<file path="src/rtl/bdlp_pkg.sv">
// Shared types and constants for the button debouncer with long press.
package bdlp_pkg;

	localparam int FieldWidth = 8;
	localparam int TickWidth = 16;
	localparam int CfgIndexWidth = 2;

	localparam logic [TickWidth-1:0] DebounceReset = 16'd100;
	localparam logic [TickWidth-1:0] LongpressReset = 16'd3000;
	localparam logic [FieldWidth-1:0] EnableReset = 8'd1;

	localparam logic [CfgIndexWidth-1:0] RegDebounceTicks = 2'd0;
	localparam logic [CfgIndexWidth-1:0] RegLongpressTicks = 2'd1;
	localparam logic [CfgIndexWidth-1:0] RegLongpressEnable = 2'd2;

	// per-lane command for one tick
	typedef struct packed {
		logic advance;     // tick accepted this cycle
		logic first;       // first tick after reset
		logic level;       // sampled pin
		logic lp_enable;   // long press may be restarted
	} lane_cmd_t;

	// per-lane findings for one tick
	typedef struct packed {
		logic stable;
		logic changed;
		logic long_pressed;
	} lane_flag_t;

	typedef struct packed {
		logic [FieldWidth-1:0] stable_levels;
		logic [FieldWidth-1:0] changed;
		logic [FieldWidth-1:0] long_pressed;
	} result_t;

endpackage

</file>
<file path="src/rtl/bdlp_lane.sv">
// One channel of the debouncer: edge check, debounce and long-press countdowns.
module bdlp_lane #(
	parameter int COUNT_WIDTH = 16
) (
	input  logic                    clk,
	input  logic                    arst_n,
	input  bdlp_pkg::lane_cmd_t     cmd,
	input  logic [COUNT_WIDTH-1:0]  db_load,
	input  logic [COUNT_WIDTH-1:0]  lp_load,
	output bdlp_pkg::lane_flag_t    flag
);
	import bdlp_pkg::*;

	localparam logic [COUNT_WIDTH-1:0] CountOne = COUNT_WIDTH'(1);

	logic                   stable_q;
	logic                   ref_q;
	logic                   armed_q;
	logic [COUNT_WIDTH-1:0] db_cnt_q;
	logic [COUNT_WIDTH-1:0] lp_cnt_q;

	logic                   stable_d;
	logic                   ref_d;
	logic                   armed_d;
	logic [COUNT_WIDTH-1:0] db_cnt_d;
	logic [COUNT_WIDTH-1:0] lp_cnt_d;
	logic                   chg;
	logic                   lp_fire;

	always_comb begin
		stable_d = stable_q;
		ref_d    = ref_q;
		armed_d  = armed_q;
		db_cnt_d = db_cnt_q;
		lp_cnt_d = lp_cnt_q;
		chg      = 1'b0;
		lp_fire  = 1'b0;
		if (cmd.first) begin
			stable_d = cmd.level;
			ref_d    = cmd.level;
			armed_d  = 1'b1;
			db_cnt_d = '0;
			lp_cnt_d = '0;
		end else begin
			// long press steps first
			if (lp_cnt_q != '0) begin
				lp_cnt_d = lp_cnt_q - CountOne;
				lp_fire  = (lp_cnt_q == CountOne);
			end
			if (!armed_q) begin
				if (db_cnt_q <= CountOne) begin
					db_cnt_d = '0;
					ref_d    = cmd.level;
					armed_d  = 1'b1;
					if (cmd.level != stable_q) begin
						stable_d = cmd.level;
						chg      = 1'b1;
						if (cmd.lp_enable)
							lp_cnt_d = lp_load;
					end
				end else begin
					db_cnt_d = db_cnt_q - CountOne;
				end
			end else if (cmd.level != ref_q) begin
				armed_d  = 1'b0;
				db_cnt_d = db_load;
			end
		end
	end

	always_ff @(posedge clk or negedge arst_n) begin
		if (!arst_n) begin
			stable_q <= 1'b0;
			ref_q    <= 1'b0;
			armed_q  <= 1'b0;
			db_cnt_q <= '0;
			lp_cnt_q <= '0;
		end else if (cmd.advance) begin
			stable_q <= stable_d;
			ref_q    <= ref_d;
			armed_q  <= armed_d;
			db_cnt_q <= db_cnt_d;
			lp_cnt_q <= lp_cnt_d;
		end
	end

	assign flag.stable       = stable_d;
	assign flag.changed      = chg;
	assign flag.long_pressed = lp_fire;

endmodule

</file>
<file path="src/rtl/bdlp_merge.sv">
// Packs lane findings into a result word; output register plus skid slot.
module bdlp_merge #(
	parameter int CHANNELS = 8
) (
	input  logic                                clk,
	input  logic                                arst_n,
	input  logic                                accept,
	input  bdlp_pkg::lane_flag_t [CHANNELS-1:0] flags,
	output logic                                in_stall,
	output logic                                out_valid,
	input  logic                                out_stall,
	output bdlp_pkg::result_t                   result
);
	import bdlp_pkg::*;

	result_t word;
	result_t main_q;
	result_t skid_q;
	logic    main_v_q;
	logic    skid_v_q;

	for (genvar c = 0; c < FieldWidth; c++) begin : g_pack
		if (c < CHANNELS) begin : g_lane
			assign word.stable_levels[c] = flags[c].stable;
			assign word.changed[c]       = flags[c].changed;
			assign word.long_pressed[c]  = flags[c].long_pressed;
		end else begin : g_none
			assign word.stable_levels[c] = 1'b0;
			assign word.changed[c]       = 1'b0;
			assign word.long_pressed[c]  = 1'b0;
		end
	end

	always_ff @(posedge clk or negedge arst_n) begin
		if (!arst_n) begin
			main_v_q <= 1'b0;
			skid_v_q <= 1'b0;
		end else if (!main_v_q || !out_stall) begin
			main_v_q <= skid_v_q | accept;
			skid_v_q <= 1'b0;
		end else if (accept) begin
			skid_v_q <= 1'b1;
		end
	end

	always_ff @(posedge clk) begin
		if (!main_v_q || !out_stall) begin
			main_q <= skid_v_q ? skid_q : word;
		end else if (accept) begin
			skid_q <= word;
		end
	end

	assign in_stall  = skid_v_q;
	assign out_valid = main_v_q;
	assign result    = main_q;

endmodule

</file>
<file path="src/rtl/button_debounce_longpress_core.sv">
// Top level of the multi-channel button debouncer with long-press detection.
// Each accepted word on the input channel is one millisecond tick holding the raw
// pin level of every channel; each tick yields exactly one result word with the
// debounced levels, a changed mask and a long-press mask. The first tick after
// reset only loads the stable levels and reports no change. A channel whose pin
// leaves its reference level waits debounce_ticks ticks (zero acts as one), then
// samples the pin; a new stable level sets its changed bit and, if that channel's
// longpress_enable bit is set and longpress_ticks is nonzero, starts a long-press
// countdown that reports after longpress_ticks ticks and is never cancelled.
// Rate: one tick per clock cycle while in_stall is low; an accepted result is
// registered in the output register, or in the skid slot on an output stall.
// Each channel has its own lane of counters, all stepping in the accepting cycle;
// the skid slot parts the handshakes; in_stall rises only when two results are held.
// Configuration: writes on the cfg channel are always taken (cfg_ready high);
// index 0 debounce_ticks, 1 longpress_ticks, 2 longpress_enable, 3 ignored.
// Write only while the block is idle. Times beyond COUNT_WIDTH bits saturate.
module button_debounce_longpress_core #(
	parameter int CHANNELS = 8,
	parameter int COUNT_WIDTH = 16
) (
	input  logic                                 clk,
	input  logic                                 arst_n,
	input  logic                                 in_valid,
	output logic                                 in_stall,
	input  logic [bdlp_pkg::FieldWidth-1:0]      pin_levels,
	output logic                                 out_valid,
	input  logic                                 out_stall,
	output logic [bdlp_pkg::FieldWidth-1:0]      stable_levels,
	output logic [bdlp_pkg::FieldWidth-1:0]      changed,
	output logic [bdlp_pkg::FieldWidth-1:0]      long_pressed,
	input  logic                                 cfg_valid,
	output logic                                 cfg_ready,
	input  logic [bdlp_pkg::CfgIndexWidth-1:0]   cfg_index,
	input  logic [bdlp_pkg::TickWidth-1:0]       cfg_data
);
	import bdlp_pkg::*;

	// largest count a lane counter holds, widened to 32 bits for compares
	localparam logic [31:0] CountMax = 32'((64'd1 << COUNT_WIDTH) - 64'd1);

	logic [TickWidth-1:0]   db_ticks_q;
	logic [TickWidth-1:0]   lp_ticks_q;
	logic [FieldWidth-1:0]  lp_en_q;
	logic                   started_q;

	logic                   accept;
	logic [TickWidth-1:0]   db_eff;
	logic [31:0]            db_wide;
	logic [31:0]            lp_wide;
	logic [COUNT_WIDTH-1:0] db_load;
	logic [COUNT_WIDTH-1:0] lp_load;
	logic                   lp_allowed;

	lane_cmd_t  [CHANNELS-1:0] cmds;
	lane_flag_t [CHANNELS-1:0] flags;
	result_t                   result;

	assign cfg_ready = 1'b1;

	// configuration registers
	always_ff @(posedge clk or negedge arst_n) begin
		if (!arst_n) begin
			db_ticks_q <= DebounceReset;
			lp_ticks_q <= LongpressReset;
			lp_en_q    <= EnableReset;
		end else if (cfg_valid && cfg_ready) begin
			unique case (cfg_index)
				RegDebounceTicks:   db_ticks_q <= cfg_data;
				RegLongpressTicks:  lp_ticks_q <= cfg_data;
				RegLongpressEnable: lp_en_q    <= cfg_data[FieldWidth-1:0];
				default: ;
			endcase
		end
	end

	assign accept = in_valid && !in_stall;

	always_ff @(posedge clk or negedge arst_n) begin
		if (!arst_n)
			started_q <= 1'b0;
		else if (accept)
			started_q <= 1'b1;
	end

	// reload values, zero debounce acts as one, both saturate to the counter
	assign db_eff  = (db_ticks_q == '0) ? TickWidth'(1) : db_ticks_q;
	assign db_wide = {{(32-TickWidth){1'b0}}, db_eff};
	assign lp_wide = {{(32-TickWidth){1'b0}}, lp_ticks_q};
	assign db_load = (db_wide > CountMax) ? CountMax[COUNT_WIDTH-1:0]
	                                      : db_wide[COUNT_WIDTH-1:0];
	assign lp_load = (lp_wide > CountMax) ? CountMax[COUNT_WIDTH-1:0]
	                                      : lp_wide[COUNT_WIDTH-1:0];
	assign lp_allowed = (lp_ticks_q != '0);

	for (genvar c = 0; c < CHANNELS; c++) begin : g_lane
		assign cmds[c].advance = accept;
		assign cmds[c].first   = !started_q;
		// channels past the pin word read low and never enable long press
		if (c < FieldWidth) begin : g_pin
			assign cmds[c].level     = pin_levels[c];
			assign cmds[c].lp_enable = lp_en_q[c] && lp_allowed;
		end else begin : g_nopin
			assign cmds[c].level     = 1'b0;
			assign cmds[c].lp_enable = 1'b0;
		end

		bdlp_lane #(
			.COUNT_WIDTH(COUNT_WIDTH)
		) u_lane (
			.clk    (clk),
			.arst_n (arst_n),
			.cmd    (cmds[c]),
			.db_load(db_load),
			.lp_load(lp_load),
			.flag   (flags[c])
		);
	end

	bdlp_merge #(
		.CHANNELS(CHANNELS)
	) u_merge (
		.clk      (clk),
		.arst_n   (arst_n),
		.accept   (accept),
		.flags    (flags),
		.in_stall (in_stall),
		.out_valid(out_valid),
		.out_stall(out_stall),
		.result   (result)
	);

	assign stable_levels = result.stable_levels;
	assign changed       = result.changed;
	assign long_pressed  = result.long_pressed;

endmodule

</file>
<file path="config.mk">
export PLATFORM = sky130hd
export DESIGN_NAME = button_debounce_longpress_core
export DESIGN_NICKNAME = d
export VERILOG_FILES = /design/src/rtl/bdlp_pkg.sv /design/src/rtl/bdlp_lane.sv /design/src/rtl/bdlp_merge.sv /design/src/rtl/button_debounce_longpress_core.sv
export SDC_FILE = /design/constraint.sdc
export NUM_CORES = 1
export LEC_CHECK = 0
export BUFFER_PORTS_ARGS = -buffer_cell sky130_fd_sc_hd__buf_2
export CAP_MARGIN = 25
export CORE_MARGIN = 2
export CORE_UTILIZATION = 42
export DETAILED_ROUTE_END_ITERATION = 16
export GPL_TIMING_DRIVEN = 0
export SLEW_MARGIN = 20
export SYNTH_ARGS = -nofsm -noshare
export SYNTH_HDL_FRONTEND = slang
export SYNTH_SLANG_ARGS = --single-unit
</file>
<file path="constraint.sdc">
create_clock -name clk -period 8 [get_ports clk]
set_clock_uncertainty 0.2 [all_clocks]
set_input_delay 1.2 -clock clk [delete_from_list [all_inputs] [get_ports clk]]
set_output_delay 1.2 -clock clk [all_outputs]
set_load 0.02 [all_outputs]
</file>
==> results.py, run 1 <==
metrics = {
    "logic_synthesis": {
        "syn_area_um2": 22100,
        "yosys.area_share.simple": 0.204,
        "syn_nets": 2554,
        "synth-edff-count": 48,
        "yosysMostFrequentCell": "dfrtp_1",
        "synth_compound_area_frac": 0.232,
        "synth-seq-cells": 371,
        "synth_top_area_frac": 0.354,
        "synth_xor_xnor_area_share": 0.0155,
        "synthTopCellsByCount": "dfrtp_1 (312), o21ai_0 (278), nand2_1 (225)",
        "synthMuxAreaShare": 0.0529,
        "postSynth.asyncResetShare": 0.871,
        "ys_top_cells_by_area": "dfrtp_1 (35%), edfxtp_1 (6.5%), o21ai_0 (6.3%)",
        "yosys.area.top_type": "dfrtp_1",
        "syn_area_per_cell_um2": 8.89,
        "synth.distinct_cells": 80,
        "synthAdderAreaFrac": 0.0227,
        "netlist_instances": 2483,
        "ys.flop_type": "dfrtp_1",
        "yosysSeqAreaShare": 0.432,
        "synth_top_family_by_area": "compound AO/OA/AOI/OAI gates",
        "yosysWarningCount": 0,
    },
    "setup_path": {
        "critPathBufInv": 4,
        "startpoint": "started_q",
        "worstSetupPathType": "reg -> reg",
        "path_max_fanout": 10,
        "cp.required_ns": 8.19,
        "cp-start-kind": "flip-flop",
        "r2r-start": "started_q",
        "critical_path_arrival_ns": 5.15,
        "critPathSlowestCell": "clkbuf_1",
        "crit_top_cell": "clkbuf_1",
        "critical_path_depth": 6,
        "cp_top_family": "buffers and inverters",
        "critical-path-max-stage-delay_ns": 0.94,
        "end_kind": "flip-flop",
        "crit_path_cell_trace": "clkbuf_1 -> clkbuf_1 -> clkbuf_1 -> clkbuf_1 -> nand2_1 -> o31ai_1",
        "r2r_cells": 6,
    },
    "clock_network": {
        "cts_root_buf": "clkbuf_16",
        "cts_max_path_buffers": 3,
        "cts_sinks": 371,
        "insertion_delay_ns": 0.62,
        "numCtsBuffers": 45,
        "cts_setup_buffers": 0,
        "cts_repair_resize_count": 0,
        "cts_max_level": 2,
        "path_clk_slew_ns": 0.06,
        "cts_tree": "yes",
        "hold_buffers": 0,
    },
    "detailed_routing": {
        "first_pass_iters": 8,
        "ant_nets": 0,
        "vias": 22000,
        "viasPerCell": 6.61,
        "first_iter_violations": 2647,
        "drc_errors": 0,
        "wire_per_inst_um": 26.1,
        "wirelength_um": 86900,
    },
    "min_path": {
        "hp-start": "g_lane[7].u_lane.db_cnt_q[8]",
        "whs_path_depth": 2,
        "hold_class": "reg -> reg",
    },
    "final_layout": {
        "area.growth.synth_to_final_pct": 13.0,
        "final_nets": 2675,
        "fillerInstances": 4960,
        "drive_above_1_share": 0.100,
        "post-route-util": 0.478,
        "num_antenna_cells": 0,
    },
    "sta": {
        "maxSlewViolCount": 0,
        "tightest_slew_ns": 1.17,
        "setup_tns_ns": 0,
        "period_minus_slack_ns": 4.96,
        "finalSetupViolations": 0,
        "grt_setup_unrepaired": "false",
        "relSlewSlack": 0.218,
        "hold_violations": 0,
        "clock.fmax_ghz": 0.202,
        "fin_crit_sh": 0.620,
    },
    "global_routing": {
        "grt-ovfl-total": 0,
        "grt_pass1_vias": 20800,
        "grt_antenna_before_repair": 2,
        "grt_pass1_wl_um": 130000,
        "grt_use_total": 0.318,
        "grt_max_degree": 96,
    },
    "power_and_ir_drop": {
        "ir_worst_vdd_mv": 0.224,
        "power.density_nw_per_um2": 348,
        "leakage_nw": 9.73,
    },
    "run": {
        "maxCapViolCount": 0,
    },
    "die": {
        "start_util": 0.423,
        "dieArea_um2": 54400,
        "io_pins": 58,
        "die_height_um": 233,
        "core_area_um2": 52200,
        "die_w_um": 233,
        "rows": 84,
    },
    "placement": {
        "hpwl_um": 58700,
        "port_buffers": 56,
        "gp_congestion": 0.956,
    },
    "run_status": {
        "outcome": "complete, no violations",
    },
}
## state kept, by name, summed over array words and instances (netlist names)
name,count
db_ticks_q,16
g_lane.u_lane.armed_q,8
g_lane.u_lane.db_cnt_q,128
g_lane.u_lane.lp_cnt_q,128
g_lane.u_lane.ref_q,8
g_lane.u_lane.stable_q,8
lp_en_q,8
lp_ticks_q,16
started_q,1
u_merge.in_stall,1
u_merge.out_valid,1
u_merge.result,24
u_merge.skid_q,24
## stage by stage
| step | instances | total power (W) | area (um^2) | hold WS (ns) | setup slack (ns) |
|---|---|---|---|---|---|
| 6_report | 3329 | 0.00867 | 25000 | 0.277 | 3.04 |
| 5_1_grt | 3329 | 0.00918 | 25000 | 0.321 | 3.11 |
| 4_1_cts | 3325 | 0.00857 | 24900 | 0.286 | 3.29 |
| 3_5_place_dp | 3241 | 0.00655 | 23500 | 0.275 | 2.68 |
| 3_3_place_gp | 3227 | 0.00643 | 23200 | 0.267 | -1.12 |
| 2_1_floorplan | 2483 | 0.00543 | 22100 | 0.241 | 4.51 |
## area by class of cell
type / count / area (um^2) / area share
buffer: 164 / 633 / 0.0254
clock buffer: 74 / 1330 / 0.0532
clock inverter: 10 / 73.8 / 0.00296
inverter: 75 / 282 / 0.0113
multi-input combinational: 1873 / 11700 / 0.467
sequential: 371 / 9540 / 0.382
tap: 688 / 861 / 0.0345
timing repair buffer: 74 / 577 / 0.0231
## layout by cell type, fill, tap and decap left out, types with 13 or more instances in the layout
master     instances
o22ai_1           37
inv_1             75
or3_1             28
ha_1              40
nor4_1            85
o31ai_1           34
mux2_2            85
buf_2             61
o211ai_1          30
or4_1             38
and3_1            24
mux2i_1           21
or2_2             13
nand4_1           32
nor2_1           174
clkbuf_16         46
a21oi_1          131
dfrtp_1          312
o311ai_0          13
edfxtp_1          48
clkbuf_1         165
o41ai_1           19
o21ai_0          278
o2bb2ai_1         24
a22o_1            24
a32oi_1           29
xnor2_1           26
a31oi_1           40
nor3_1           101
nand2_1          224
nand3_1           77
nor3b_1           17
xor2_1            13
a22oi_1           61
## report_power, final
| part | leakage [nW] | internal [W] | total [W] | switching (W) |
|---|---|---|---|---|
| sequential | 4.44 | 0.00253 | 0.00315 | 0.000623 |
| clock | 0.677 | 0.00113 | 0.00200 | 0.000869 |
| combinational | 4.61 | 0.00128 | 0.00351 | 0.00224 |
| total | 9.73 | 0.00494 | 0.00867 | 0.00373 |
## worst register-to-register path, stage by stage, from the launching register on
cell and delay [ns]:
dfrtp_1 0.56, clkbuf_1 0.84, clkbuf_1 0.89, clkbuf_1 0.94
clkbuf_1 0.83, nand2_1 0.18, o31ai_1 0.30
## per-layer routing
layer,routed length [um],share of wire,vias up,GRT usage
met5,0,0,-,0
met4,4660,0.054,0,0.169
met3,7530,0.087,243,0.0464
met2,38200,0.44,1269,0.483
met1,36500,0.42,10800,0.439
li1,-,-,9671,-
## kinds of logic after synthesis
| logic type | Yosys count |
|---|---|
| muxes | 106 |
| DFF | 371 |
| buffers and inverters | 239 |
| AOI/OAI and AO/OA | 800 |
| other | 1 |
| and+or+nand+nor | 887 |
| xor gates and xnor gates | 39 |
| adders and majority gates | 40 |
## path summary, 6_finish.rpt
path,to,slack [ns]
min,g_lane[7].u_lane.db_cnt_q[8],0.28
max,u_merge.result[7],3.04
min reg2reg,g_lane[7].u_lane.db_cnt_q[8],0.28
max in group asynchronous,g_lane[7].u_lane.ref_q,6.33
max reg2reg,u_merge.result[7],3.04
min in group asynchronous,g_lane[5].u_lane.lp_cnt_q[14],0.34
Power figures use the tool's default switching activity.
==> inputs of run 2 (changes only) <==
Clock period 8 ns to 4.72 ns, I/O delays scaled along.
==> results.py, run 2 (synthesis gave the netlist of run 1 again) <==
metrics = {
    "power_and_ir_drop": {
        "power.density_nw_per_um2": 588,
        "leakage_nw": 9.75,
        "ir_worst_vdd_mv": 0.380,
    },
    "placement": {
        "dp_slack_ns": -0.108,
        "gp_congestion": 0.956,
        "hpwl_um": 58700,
        "port_buffers": 56,
    },
    "detailed_routing": {
        "viasPerCell": 6.62,
        "first_iter_violations": 2788,
        "vias": 22100,
        "ant_nets": 0,
        "wire_per_inst_um": 26.1,
        "first_pass_iters": 6,
        "wirelength_um": 86900,
        "drc_errors": 0,
    },
    "sta": {
        "grt_setup_unrepaired": "false",
        "tightest_slew_ns": 1.14,
        "setup_tns_ns": -0.0205,
        "clock.fmax_ghz": 0.211,
        "hold_violations": 0,
        "period_minus_slack_ns": 4.74,
        "relSlewSlack": 0.237,
        "fin_ws_ns": -0.0205,
        "finalSetupViolations": 1,
        "fin_crit_sh": 1.00,
        "maxSlewViolCount": 0,
    },
    "clock_network": {
        "cts_max_level": 2,
        "cts_sinks": 371,
        "path_clk_slew_ns": 0.06,
        "cts_tree": "yes",
        "cts_root_buf": "clkbuf_16",
        "cts_max_path_buffers": 3,
        "insertion_delay_ns": 0.62,
        "numCtsBuffers": 45,
    },
    "die": {
        "core_area_um2": 52200,
        "rows": 84,
        "die_w_um": 233,
        "die_height_um": 233,
        "io_pins": 58,
        "start_util": 0.423,
        "dieArea_um2": 54400,
    },
    "run": {
        "maxCapViolCount": 0,
    },
    "setup_path": {
        "crit_end": "g_lane[5].u_lane.lp_cnt_q[7]",
        "end_kind": "flip-flop",
        "reg2reg_slack_ns": -0.02,
        "critPathSlowestCell": "clkbuf_1",
        "cp-start-kind": "flip-flop",
        "path_max_fanout": 10,
        "r2r_cells": 8,
        "crit_path_cell_trace": "nand2b_1 -> clkbuf_1 -> nor2_1 -> clkbuf_1 -> clkbuf_1 -> clkbuf_1 -> nand2_1 -> o211ai_1",
        "rr_endpoint": "g_lane[5].u_lane.lp_cnt_q[7]",
        "crit_top_cell": "clkbuf_1",
        "r2r-start": "u_merge.in_stall",
        "critical-path-max-stage-delay_ns": 0.86,
        "startpoint": "u_merge.in_stall",
        "cp.required_ns": 5.02,
        "critical_path_arrival_ns": 5.04,
        "worstSetupPathType": "reg -> reg",
    },
    "global_routing": {
        "grt_use_total": 0.318,
        "top_usage_layer": "met2",
        "grt_pass1_vias": 20800,
        "grt_use_met3": 0.0464,
        "grt_max_degree": 96,
        "gr-usage-met2": 0.483,
        "gr-usage-met1": 0.439,
        "grt_pass1_wl_um": 130000,
        "grt_antenna_before_repair": 2,
        "grt-ovfl-total": 0,
    },
    "final_layout": {
        "post-route-util": 0.478,
        "final_nets": 2676,
        "drive_above_1_share": 0.101,
        "layout_commonest_cell": "dfrtp_1",
        "reg_top3": "g_lane.u_lane.db_cnt_q: 128 flops, g_lane.u_lane.lp_cnt_q: 128 flops",
        "fillerInstances": 4959,
        "most-common-layout-cells": "dfrtp_1 (312), o21ai_0 (278), nand2_1 (224)",
        "ff_latch_area_um2": 9540,
        "area.growth.synth_to_final_pct": 13.1,
        "num_antenna_cells": 0,
        "multi_input_area_um2": 11700,
    },
    "min_path": {
        "hold_class": "in -> reg",
        "whs_path_depth": 2,
        "hp-start": "cfg_data[12]",
    },
    "run_status": {
        "outcome": "finished, violations left",
        "violations": "setup timing",
    },
}
run 2: worst min path at each step:
stage                                        end  slack [ns]
finish                            lp_ticks_q[12]        0.14
global route                      lp_ticks_q[14]        0.15
CTS                               lp_ticks_q[12]        0.13
detailed placement  g_lane[7].u_lane.db_cnt_q[8]        0.28
global placement    g_lane[1].u_lane.db_cnt_q[8]        0.27
floorplan                          db_ticks_q[0]        0.21
run 2: what timing repair did:
action / CTS / global route
endpoints found under the setup margin: 0 / 1
endpoints found under the hold margin: 62 / 0
resized for setup: 0 / 7
buffers inserted: 0 / 0
hold buffers: 1 / 0
run 2: cell type report:
class / count / area share
Sequential cell: 371 / 0.382
Inverter: 75 / 0.0113
Tap cell: 688 / 0.0345
Multi-Input combinational cell: 1873 / 0.467
Timing Repair Buffer: 75 / 0.0235
Clock inverter: 10 / 0.00296
Clock buffer: 74 / 0.0531
Buffer: 164 / 0.0259
run 2: report_power, final:
part           internal (W)  switching, W
Combinational       0.00217       0.00379
Clock               0.00192       0.00148
Sequential          0.00429       0.00105
run 2: stage by stage:
stage	instances	total power [W]	instance area, um^2	hold WS (ns)
2_1_floorplan	2483	0.00920	22100	0.212
3_3_place_gp	3227	0.0109	23200	0.267
3_5_place_dp	3241	0.0111	23500	0.275
4_1_cts	3326	0.0145	24900	0.128
5_1_grt	3330	0.0156	25000	0.147
6_report	3330	0.0147	25000	0.141
run 2: routing by layer:
layer	share of wire	wire length, um	up-vias
met5	0	0	-
met4	0.056	4840	0
met3	0.093	8040	253
met2	0.44	38100	1318
met1	0.41	35900	10800
li1	-	-	9680
run 2: worst max-delay path, delay by kind of cell, from the launching register on:
| family | cells | cell delay (ns) |
|---|---|---|
| AND/OR/NAND/NOR | 3 | 1.12 |
| flip-flops | 1 | 0.44 |
| AO/OA/AOI/OAI | 1 | 0.25 |
| buffers and inverters | 4 | 2.60 |
